`config.mk`:
```
export PLATFORM = sky130hd
export DESIGN_NAME = wav_pcm_stream_parser
export DESIGN_NICKNAME = d
export VERILOG_FILES = /design/src/rtl/wpp_pkg.sv /design/src/rtl/wpp_in_stage.sv /design/src/rtl/wpp_core.sv /design/src/rtl/wpp_out_stage.sv /design/src/rtl/wav_pcm_stream_parser.sv
export SDC_FILE = /design/constraint.sdc
export NUM_CORES = 1
export LEC_CHECK = 0
export ABC_AREA = 1
export CORE_ASPECT_RATIO = 0.75
export CORE_MARGIN = 10
export CORE_UTILIZATION = 64
export DETAILED_ROUTE_END_ITERATION = 6
export DONT_BUFFER_PORTS = 1
export GPL_ROUTABILITY_DRIVEN = 0
export PLACE_DENSITY = 0.8
export SETUP_SLACK_MARGIN = 0.5
export SLEW_MARGIN = 20
export SYNTH_ARGS = -nofsm -noshare
export SYNTH_HDL_FRONTEND = slang
export SYNTH_SLANG_ARGS = --single-unit
```
`constraint.sdc`:
```
create_clock -name clk -period 6 [get_ports clk]
set_clock_uncertainty 0.1 [all_clocks]
set_input_delay 0.3 -clock clk [delete_from_list [all_inputs] [get_ports clk]]
set_output_delay 0.3 -clock clk [all_outputs]
set_load 0.01 [all_outputs]
```
`src/rtl/wpp_pkg.sv`:
```
`timescale 1ns / 1ps
// ----------------------------------------------------------------------------
// wpp_pkg: shared types and constants of the WAVE PCM stream parser
// Parse phases, result kinds, error codes, header offsets and the word types
// passed between the input stage, the parser core and the result stage.
// ----------------------------------------------------------------------------
package wpp_pkg;

    typedef enum logic [2:0] {
        PH_IDLE,
        PH_HEADER,
        PH_SEARCH,
        PH_SIZE,
        PH_SAMPLES,
        PH_DONE
    } phase_t;

    localparam logic [1:0] KIND_HEADER = 2'd0;
    localparam logic [1:0] KIND_SAMPLE = 2'd1;
    localparam logic [1:0] KIND_ERROR  = 2'd2;

    localparam logic [2:0] ERR_NOT_RIFF    = 3'd0;
    localparam logic [2:0] ERR_FMT_SIZE    = 3'd1;
    localparam logic [2:0] ERR_COMPRESSED  = 3'd2;
    localparam logic [2:0] ERR_NO_CHANNELS = 3'd3;
    localparam logic [2:0] ERR_BAD_WIDTH   = 3'd4;

    localparam logic [31:0] RIFF_TAG = 32'h4646_4952;
    localparam logic [31:0] DATA_TAG = 32'h6174_6164;

    localparam int          OFF_W       = 6;
    localparam logic [5:0]  OFF_TAG_END = 6'd3;
    localparam logic [5:0]  HDR_LAST    = 6'd35;

    localparam logic [31:0] FMT_PCM_SIZE = 32'd16;
    localparam logic [15:0] FMT_PCM      = 16'd1;
    localparam logic [15:0] WIDTH_8      = 16'd8;
    localparam logic [15:0] WIDTH_16     = 16'd16;

    typedef struct packed {
        logic [7:0] data_byte;
        logic       file_start;
    } in_item_t;

    typedef struct packed {
        logic [1:0]         kind;
        logic signed [15:0] sample_value;
        logic [15:0]        channel_index;
        logic               last_sample;
        logic [15:0]        channels;
        logic [31:0]        rate_hz;
        logic [15:0]        sample_bits;
        logic [31:0]        data_bytes;
        logic [2:0]         error_code;
    } result_t;

endpackage

```
`src/rtl/wpp_in_stage.sv`:
```
`timescale 1ns / 1ps
// ----------------------------------------------------------------------------
// wpp_in_stage: input register
// Captures one byte word from the input channel and holds it until the
// parser core takes it.
// ----------------------------------------------------------------------------
module wpp_in_stage (
    input  logic              clk,
    input  logic              rst_n,
    input  logic              in_valid,
    output logic              in_ready,
    input  logic [7:0]        data_byte,
    input  logic              file_start,
    input  logic              take,
    output logic              item_valid,
    output wpp_pkg::in_item_t item
);
    import wpp_pkg::*;

    logic     valid_reg;
    in_item_t item_reg;

    assign in_ready   = !valid_reg || take;
    assign item_valid = valid_reg;
    assign item       = item_reg;

    always_ff @(posedge clk or negedge rst_n)
    begin
        if (!rst_n)
        begin
            valid_reg <= 1'b0;
        end
        else if (in_valid && in_ready)
        begin
            valid_reg <= 1'b1;
        end
        else if (take)
        begin
            valid_reg <= 1'b0;
        end
    end

    always_ff @(posedge clk)
    begin
        if (in_valid && in_ready)
        begin
            item_reg.data_byte  <= data_byte;
            item_reg.file_start <= file_start;
        end
    end

endmodule

```
`src/rtl/wpp_core.sv`:
```
`timescale 1ns / 1ps
// ----------------------------------------------------------------------------
// wpp_core: RIFF/WAVE parser state and per-byte decode
// Walks the header, the fmt checks, the data tag search and the data size, then
// turns data bytes into Q1.15 samples. One byte per cycle, unless results wait.
// ----------------------------------------------------------------------------
module wpp_core (
    input  logic              clk,
    input  logic              rst_n,
    input  logic              item_valid,
    input  wpp_pkg::in_item_t item,
    input  logic              slot_free,
    output logic              take,
    output logic              res_valid,
    output wpp_pkg::result_t  res
);
    import wpp_pkg::*;

    phase_t            phase_reg, phase_next;
    logic [OFF_W-1:0]  off_reg, off_next;
    logic [31:0]       window_reg, window_next;
    logic [31:0]       fmt_size_reg, fmt_size_next;
    logic [15:0]       format_reg, format_next;
    logic [15:0]       chan_total_reg, chan_total_next;
    logic [31:0]       rate_reg, rate_next;
    logic [15:0]       bits_reg, bits_next;
    logic [31:0]       size_reg, size_next;
    logic [1:0]        size_idx_reg, size_idx_next;
    logic [31:0]       consumed_reg, consumed_next;
    logic [7:0]        hold_reg, hold_next;
    logic [15:0]       chan_reg, chan_next;

    phase_t            cur_phase;
    logic [OFF_W-1:0]  cur_off;
    logic [7:0]        b;
    logic [31:0]       tag_word;
    logic [15:0]       bits_full;
    logic              tag_bad;
    logic              hdr_bad;
    logic [2:0]        hdr_code;
    logic              data_hit;
    logic              size_done;
    logic [31:0]       size_full;
    logic [31:0]       need_bytes;
    logic              is8;
    logic [31:0]       usable;
    logic [31:0]       consumed_inc;
    logic              samp_hold;
    logic              samp_last;
    logic [15:0]       chan_inc;

    assign b         = item.data_byte;
    assign cur_phase = item.file_start ? PH_HEADER : phase_reg;
    assign cur_off   = item.file_start ? '0 : off_reg;

    assign tag_word  = {b, window_reg[23:0]};
    assign tag_bad   = (cur_off == OFF_TAG_END) && (tag_word != RIFF_TAG);
    assign bits_full = {b, bits_reg[7:0]};

    // fmt checks in priority order, first failure wins
    always_comb
    begin
        hdr_bad  = 1'b1;
        hdr_code = ERR_FMT_SIZE;
        if (fmt_size_reg != FMT_PCM_SIZE)
        begin
            hdr_code = ERR_FMT_SIZE;
        end
        else if (format_reg != FMT_PCM)
        begin
            hdr_code = ERR_COMPRESSED;
        end
        else if (chan_total_reg == 16'd0)
        begin
            hdr_code = ERR_NO_CHANNELS;
        end
        else if (bits_full != WIDTH_8 && bits_full != WIDTH_16)
        begin
            hdr_code = ERR_BAD_WIDTH;
        end
        else
        begin
            hdr_bad = 1'b0;
        end
    end

    assign data_hit   = {b, window_reg[31:8]} == DATA_TAG;
    assign size_done  = size_idx_reg == 2'd3;
    assign size_full  = {b, size_reg[23:0]};
    assign need_bytes = {19'd0, bits_reg[15:3]};

    assign is8          = bits_reg == WIDTH_8;
    assign usable       = is8 ? size_reg : {size_reg[31:1], 1'b0};
    assign consumed_inc = consumed_reg + 32'd1;
    assign samp_hold    = !is8 && !consumed_reg[0];
    assign samp_last    = consumed_inc >= usable;
    assign chan_inc     = chan_reg + 16'd1;

    // next phase
    always_comb
    begin
        phase_next = cur_phase;
        case (cur_phase)
            PH_HEADER:
            begin
                if (tag_bad)
                begin
                    phase_next = PH_DONE;
                end
                else if (cur_off == HDR_LAST)
                begin
                    phase_next = hdr_bad ? PH_DONE : PH_SEARCH;
                end
            end
            PH_SEARCH:
            begin
                if (data_hit)
                begin
                    phase_next = PH_SIZE;
                end
            end
            PH_SIZE:
            begin
                if (size_done)
                begin
                    phase_next = (size_full >= need_bytes) ? PH_SAMPLES : PH_DONE;
                end
            end
            PH_SAMPLES:
            begin
                if (!samp_hold && samp_last)
                begin
                    phase_next = PH_DONE;
                end
            end
            default:
            begin
                phase_next = cur_phase;
            end
        endcase
    end

    // datapath updates and result word
    always_comb
    begin
        off_next        = off_reg;
        window_next     = window_reg;
        fmt_size_next   = fmt_size_reg;
        format_next     = format_reg;
        chan_total_next = chan_total_reg;
        rate_next       = rate_reg;
        bits_next       = bits_reg;
        size_next       = size_reg;
        size_idx_next   = size_idx_reg;
        consumed_next   = consumed_reg;
        hold_next       = hold_reg;
        chan_next       = chan_reg;
        res_valid       = 1'b0;
        res             = '0;

        case (cur_phase)
            PH_HEADER:
            begin
                off_next = cur_off + 6'd1;
                if (cur_off inside {[6'd0:6'd3]})
                begin
                    window_next[8*cur_off[1:0] +: 8] = b;
                end
                else if (cur_off inside {[6'd16:6'd19]})
                begin
                    fmt_size_next[8*cur_off[1:0] +: 8] = b;
                end
                else if (cur_off inside {6'd20, 6'd21})
                begin
                    format_next[8*cur_off[0] +: 8] = b;
                end
                else if (cur_off inside {6'd22, 6'd23})
                begin
                    chan_total_next[8*cur_off[0] +: 8] = b;
                end
                else if (cur_off inside {[6'd24:6'd27]})
                begin
                    rate_next[8*cur_off[1:0] +: 8] = b;
                end
                else if (cur_off inside {6'd34, 6'd35})
                begin
                    bits_next[8*cur_off[0] +: 8] = b;
                end

                if (tag_bad)
                begin
                    res_valid      = 1'b1;
                    res.kind       = KIND_ERROR;
                    res.error_code = ERR_NOT_RIFF;
                end
                else if (cur_off == HDR_LAST)
                begin
                    window_next = '0;
                    if (hdr_bad)
                    begin
                        res_valid      = 1'b1;
                        res.kind       = KIND_ERROR;
                        res.error_code = hdr_code;
                    end
                end
            end
            PH_SEARCH:
            begin
                window_next = {b, window_reg[31:8]};
                if (data_hit)
                begin
                    size_idx_next = 2'd0;
                    size_next     = '0;
                end
            end
            PH_SIZE:
            begin
                size_next[8*size_idx_reg +: 8] = b;
                size_idx_next                  = size_idx_reg + 2'd1;
                if (size_done)
                begin
                    res_valid       = 1'b1;
                    res.kind        = KIND_HEADER;
                    res.channels    = chan_total_reg;
                    res.rate_hz     = rate_reg;
                    res.sample_bits = bits_reg;
                    res.data_bytes  = size_full;
                    consumed_next   = '0;
                    chan_next       = '0;
                end
            end
            PH_SAMPLES:
            begin
                consumed_next = consumed_inc;
                if (samp_hold)
                begin
                    hold_next = b;
                end
                else
                begin
                    res_valid         = 1'b1;
                    res.kind          = KIND_SAMPLE;
                    res.sample_value  = is8 ? {~b[7], b[6:0], 8'd0} : {b, hold_reg};
                    res.channel_index = chan_reg;
                    res.last_sample   = samp_last;
                    chan_next         = (chan_inc >= chan_total_reg) ? 16'd0 : chan_inc;
                end
            end
            default:
            begin
                res_valid = 1'b0;
            end
        endcase
    end

    // a word that makes a result waits for a free result slot
    assign take = item_valid && (!res_valid || slot_free);

    always_ff @(posedge clk or negedge rst_n)
    begin
        if (!rst_n)
        begin
            phase_reg <= PH_IDLE;
        end
        else if (take)
        begin
            phase_reg <= phase_next;
        end
    end

    always_ff @(posedge clk)
    begin
        if (take)
        begin
            off_reg        <= off_next;
            window_reg     <= window_next;
            fmt_size_reg   <= fmt_size_next;
            format_reg     <= format_next;
            chan_total_reg <= chan_total_next;
            rate_reg       <= rate_next;
            bits_reg       <= bits_next;
            size_reg       <= size_next;
            size_idx_reg   <= size_idx_next;
            consumed_reg   <= consumed_next;
            hold_reg       <= hold_next;
            chan_reg       <= chan_next;
        end
    end

    hdr_offset_range: assert property (@(posedge clk) disable iff (!rst_n)
        phase_reg == PH_HEADER |-> off_reg <= HDR_LAST)
        else $error("header offset ran past the fmt chunk");

    chan_in_frame: assert property (@(posedge clk) disable iff (!rst_n)
        phase_reg == PH_SAMPLES |-> chan_reg < chan_total_reg)
        else $error("channel counter outside the frame");

    width_checked: assert property (@(posedge clk) disable iff (!rst_n)
        phase_reg == PH_SAMPLES |-> (bits_reg == WIDTH_8 || bits_reg == WIDTH_16))
        else $error("sample phase with an unchecked sample width");

    last_ends_data: assert property (@(posedge clk) disable iff (!rst_n)
        take && res_valid && res.kind == KIND_SAMPLE && res.last_sample
        |=> phase_reg == PH_DONE)
        else $error("parser kept going after the last sample");

endmodule

```
`src/rtl/wpp_out_stage.sv`:
```
`timescale 1ns / 1ps
// ----------------------------------------------------------------------------
// wpp_out_stage: result register
// Holds one result word for the output channel and reports whether a new
// word can be loaded in this cycle.
// ----------------------------------------------------------------------------
module wpp_out_stage (
    input  logic             clk,
    input  logic             rst_n,
    input  logic             load,
    input  wpp_pkg::result_t res,
    output logic             slot_free,
    output logic             out_valid,
    input  logic             out_ready,
    output wpp_pkg::result_t held
);
    import wpp_pkg::*;

    logic    valid_reg;
    result_t res_reg;

    assign slot_free = !valid_reg || out_ready;
    assign out_valid = valid_reg;
    assign held      = res_reg;

    always_ff @(posedge clk or negedge rst_n)
    begin
        if (!rst_n)
        begin
            valid_reg <= 1'b0;
        end
        else if (load)
        begin
            valid_reg <= 1'b1;
        end
        else if (out_ready)
        begin
            valid_reg <= 1'b0;
        end
    end

    always_ff @(posedge clk)
    begin
        if (load)
        begin
            res_reg <= res;
        end
    end

endmodule

```
`src/rtl/wav_pcm_stream_parser.sv`:
```
`timescale 1ns / 1ps
// ----------------------------------------------------------------------------
// wav_pcm_stream_parser: RIFF/WAVE PCM byte stream parser
// Takes a WAVE file one byte per word and returns a header word, an error
// word, or interleaved Q1.15 samples with channel index and last mark.
// ----------------------------------------------------------------------------
// The parser takes one byte per clock cycle unless input stalls as described
// below. A byte word sits in the input register, where the parser core
// decodes it against its phase and header fields, and its result (if any) is
// loaded into the result register when the core takes the byte; out_valid
// rises with that load. The result register and the input register let a new
// byte enter while a result waits; input stalls only when both registers are
// full, the waiting byte makes a result and out_ready is low. Assert
// file_start with the first byte of every file; bytes before it, after an
// error, and after the data chunk are dropped.
module wav_pcm_stream_parser (
    input  logic               clk,
    input  logic               rst_n,
    input  logic               in_valid,
    output logic               in_ready,
    input  logic [7:0]         data_byte,
    input  logic               file_start,
    output logic               out_valid,
    input  logic               out_ready,
    output logic [1:0]         kind,
    output logic signed [15:0] sample_value,
    output logic [15:0]        channel_index,
    output logic               last_sample,
    output logic [15:0]        channels,
    output logic [31:0]        rate_hz,
    output logic [15:0]        sample_bits,
    output logic [31:0]        data_bytes,
    output logic [2:0]         error_code
);
    import wpp_pkg::*;

    logic     take;
    logic     item_valid;
    in_item_t item;
    logic     slot_free;
    logic     res_valid;
    result_t  res;
    result_t  held;

    wpp_in_stage u_in_stage (
        .clk        (clk),
        .rst_n      (rst_n),
        .in_valid   (in_valid),
        .in_ready   (in_ready),
        .data_byte  (data_byte),
        .file_start (file_start),
        .take       (take),
        .item_valid (item_valid),
        .item       (item)
    );

    wpp_core u_core (
        .clk        (clk),
        .rst_n      (rst_n),
        .item_valid (item_valid),
        .item       (item),
        .slot_free  (slot_free),
        .take       (take),
        .res_valid  (res_valid),
        .res        (res)
    );

    wpp_out_stage u_out_stage (
        .clk       (clk),
        .rst_n     (rst_n),
        .load      (take && res_valid),
        .res       (res),
        .slot_free (slot_free),
        .out_valid (out_valid),
        .out_ready (out_ready),
        .held      (held)
    );

    assign kind          = held.kind;
    assign sample_value  = held.sample_value;
    assign channel_index = held.channel_index;
    assign last_sample   = held.last_sample;
    assign channels      = held.channels;
    assign rate_hz       = held.rate_hz;
    assign sample_bits   = held.sample_bits;
    assign data_bytes    = held.data_bytes;
    assign error_code    = held.error_code;

endmodule
```
==> metrics.json <==
{
  "insertedDiodeCount": 0,
  "crit_path_start_kind": "flop",
  "synthArstFlopShare_pct": 1.29,
  "arrival_time_at_the_worst_endpoint_ps": 4420,
  "detail_route.first_pass.iterations": 6,
  "timing_worst_setup_path_type": "flop to flop",
  "io-pin-count": 149,
  "hold_viol_final": 0,
  "grt_first_pass_wirelength_um": 69400,
  "drt_iter0_markers": 1998,
  "count_of_flip_flops_with_a_built_in_enable_after_synthesis": 383,
  "grt_start_max_net_pins": 87,
  "max_cap_violations": 0,
  "floorplan.die.height_um": 167,
  "synthesized_flop_and_latch_total": 388,
  "worst_slew_margin_rel_pct": 39.5,
  "synth.distinct_cells": 45,
  "cts_buffers": 38,
  "placeableCoreArea_um2": 28100,
  "ys_seq_area_share_pct": 63.4,
  "start_util_pct": 65.3,
  "yosys.area.top_type_share_pct": 62.7,
  "area_growth_syn_to_layout_pct": 9.46,
  "synth_warnings": 0,
  "synthMostInstantiatedCell": "sky130_fd_sc_hd__edfxtp_1",
  "dpl_worst_slack_ps": 1860,
  "clock_tree.root_cell": "sky130_fd_sc_hd__clkbuf_16",
  "post-place-cells": 2126,
  "overall_track_demand_over_capacity_in_global_routing_pct": 24.5,
  "detailed_place_hpwl_um": 32300,
  "max-vdd-ir-drop_uv": 255,
  "place_area_um2": 18800,
  "grtUsageMet3_pct": 7.08,
  "htree_num_levels": 2,
  "syn-num-nets": 1859,
  "yosys_most_used_dff": "sky130_fd_sc_hd__edfxtp_1",
  "drive_above_1_share_pct": 6.59,
  "cts_resized": 0,
  "most_used_layer_global_route": "met1",
  "period_share_pct": 71.9,
  "mapped_avg_cell_area_um2": 10.4,
  "drcViolationCount": 0,
  "fin_setup_tns_ps": 0,
  "detail-route-antenna-nets": 0,
  "cts_setup_buffers": 0,
  "drt-wirelength-per-cell_um": 20.4,
  "synth_commonest_cells": "383 x sky130_fd_sc_hd__edfxtp_1, 344 x sky130_fd_sc_hd__nor2_1, 290 x sky130_fd_sc_hd__inv_1, 265 x sky130_fd_sc_hd__nand2_1, 75 x sky130_fd_sc_hd__ha_1",
  "worstHoldPathType": "input port to flop",
  "powerDensity_nw_per_um2": 280,
  "synthTopCellsByArea": "sky130_fd_sc_hd__edfxtp_1 63%, sky130_fd_sc_hd__nor2_1 7.0%, sky130_fd_sc_hd__inv_1 5.9%",
  "rows": 53,
  "largest_reg_flops": 134,
  "clock_sinks": 388,
  "met1_demand_to_capacity_share_in_global_routing_pct": 36.2,
  "number_of_pins_exceeding_their_max_slew_limit_in_the_final_report": 0,
  "number_of_antenna_violations_at_the_first_check_in_global_routing": 1,
  "final.min_clock_period_ps": 4310,
  "seqCellArea_um2": 11600,
  "syn_area_um2": 18300,
  "globalRouteMet2Util_pct": 34.4,
  "timing.fmax_mhz": 232,
  "cts.path.max_buffers": 3,
  "power_leakage_nw": 8.75,
  "dr_total_vias": 12992,
  "global_route_congestion_overflow_total": 0,
  "critPathMaxFanout": 86,
  "final.hold.worst_slack_ps": 288,
  "layout_setup_ws_ps": 1690,
  "cp_data_required_time_ps": 6110,
  "grt_setup_unrepaired": "false",
  "post_route_non_filler_standard_cell_count": 2207,
  "syn-instance-count": 1771,
  "timing_worst_slew_pin_value_ps": 906,
  "cts.reportedPaths.clkPinSlew_ps": 60,
  "first_global_vias": 12240,
  "end_kind": "flop",
  "sum_of_routed_wire_length_over_all_layers_um": 45000,
  "finalPower_mw": 5.62,
  "setup_viol": 0,
  "layout.nets": 1882,
  "number_of_buffer_cells_added_on_primary_ports": 0,
  "cts_tree": "yes",
  "finalCoreUtilization_pct": 71.4,
  "die_outline_width_um": 216,
  "die-area_um2": 35900,
  "finalInstanceArea_um2": 20100,
  "multiInputGateArea_um2": 5410,
  "post-synth-top-area-cell": "sky130_fd_sc_hd__edfxtp_1",
  "via_per_inst": 5.89,
  "final.fill_count": 1963,
  "result_of_the_run": "completed",
  "clock_insertion_delay_worst_skew_ps": 540
}
cell type report:
cell class	instances	area share [%]
clock buffers	43	4.93
multi-input cells	1033	26.9
repair buffers	21	0.947
clock inverters	25	1.03
inverters	312	5.88
flip-flops and latches	388	57.9
well taps	385	2.40
where the power goes:
group          internal [mW]  switching [mW]
sequential              3.02          0.0359
combinational         0.0580           0.177
clock                   1.32            1.01
total                   4.40            1.22
placed cells by master, fill, tap and decap left out, types with 3 or more instances in the layout:
cell                            count
sky130_fd_sc_hd__nor2_2             8
sky130_fd_sc_hd__xor2_1            30
sky130_fd_sc_hd__inv_6              3
sky130_fd_sc_hd__dlygate4sd3_1     13
sky130_fd_sc_hd__dfrtp_1            5
sky130_fd_sc_hd__nand4_2            3
sky130_fd_sc_hd__clkinv_2          10
sky130_fd_sc_hd__inv_2             16
sky130_fd_sc_hd__nand2_2            7
sky130_fd_sc_hd__nor3_2             7
sky130_fd_sc_hd__nand3_1           41
sky130_fd_sc_hd__inv_1            289
sky130_fd_sc_hd__or2_2              3
sky130_fd_sc_hd__nor4_1             8
sky130_fd_sc_hd__clkinv_1          12
sky130_fd_sc_hd__o21a_1             3
sky130_fd_sc_hd__ha_1              75
sky130_fd_sc_hd__clkbuf_1           4
sky130_fd_sc_hd__clkbuf_16         39
sky130_fd_sc_hd__mux2i_1            5
sky130_fd_sc_hd__nand4_1           29
sky130_fd_sc_hd__o21ai_0           36
sky130_fd_sc_hd__nand2_1          264
sky130_fd_sc_hd__buf_4              8
sky130_fd_sc_hd__edfxtp_1         383
sky130_fd_sc_hd__bufinv_16          3
sky130_fd_sc_hd__o22ai_1           40
sky130_fd_sc_hd__nor3_1            58
sky130_fd_sc_hd__nor2_1           342
sky130_fd_sc_hd__a21oi_1           51
kinds of logic (layout without fill, tap and decap cells):
group / count (synthesis) / after routing / synth area share, %
DFF: 388 / 388 / 63.4
buffers and inverters: 350 / 401 / 7.22
xor gates and xnor gates: 32 / 32 / 1.53
muxes: 5 / 5 / 0.273
AOI/OAI and AO/OA: 137 / 137 / 4.14
and+or+nand+nor: 784 / 784 / 18.4
adders and majority gates: 75 / 75 / 5.11
repair_timing:
item                                    CTS  global route
hold buffers                             13             0
endpoints found under the setup margin    0             0
endpoints found under the hold margin    16             0
worst paths after layout:
| check | startpoint | end | slack (ps) | cells after the start |
|---|---|---|---|---|
| max | u_in_stage.item[0] | u_out_stage.held[39] | 1690 | 14 |
| min | data_byte[1] | u_in_stage.item[2] | 290 | 1 |
| max reg2reg | u_in_stage.item[0] | u_out_stage.held[39] | 1690 | 14 |
| min reg2reg | u_core.rate_reg[22] | u_out_stage.held[73] | 440 | 2 |
| max in group asynchronous | rst_n | u_core.phase_reg[2] | 5080 | 2 |
| min in group asynchronous | rst_n | u_core.phase_reg[0] | 510 | 2 |
layer usage:
layer	routed length, µm	up-vias
met5	13	-
met4	1220	2
met3	6490	114
met2	18800	930
met1	18500	6029
li1	-	5917
worst max-delay path: stages (launching register included):
cell	delay, ps
sky130_fd_sc_hd__edfxtp_1	460
sky130_fd_sc_hd__inv_2	100
sky130_fd_sc_hd__nand2_1	480
sky130_fd_sc_hd__inv_2	400
sky130_fd_sc_hd__ha_1	400
sky130_fd_sc_hd__nand4_1	180
sky130_fd_sc_hd__nor2_1	90
sky130_fd_sc_hd__nand2_2	140
sky130_fd_sc_hd__nand3_4	110
sky130_fd_sc_hd__nand2_4	140
sky130_fd_sc_hd__nand2_8	100
sky130_fd_sc_hd__inv_4	100
sky130_fd_sc_hd__nand2_2	80
sky130_fd_sc_hd__inv_6	540
sky130_fd_sc_hd__buf_4	430
(Power assumes the default switching activity.)
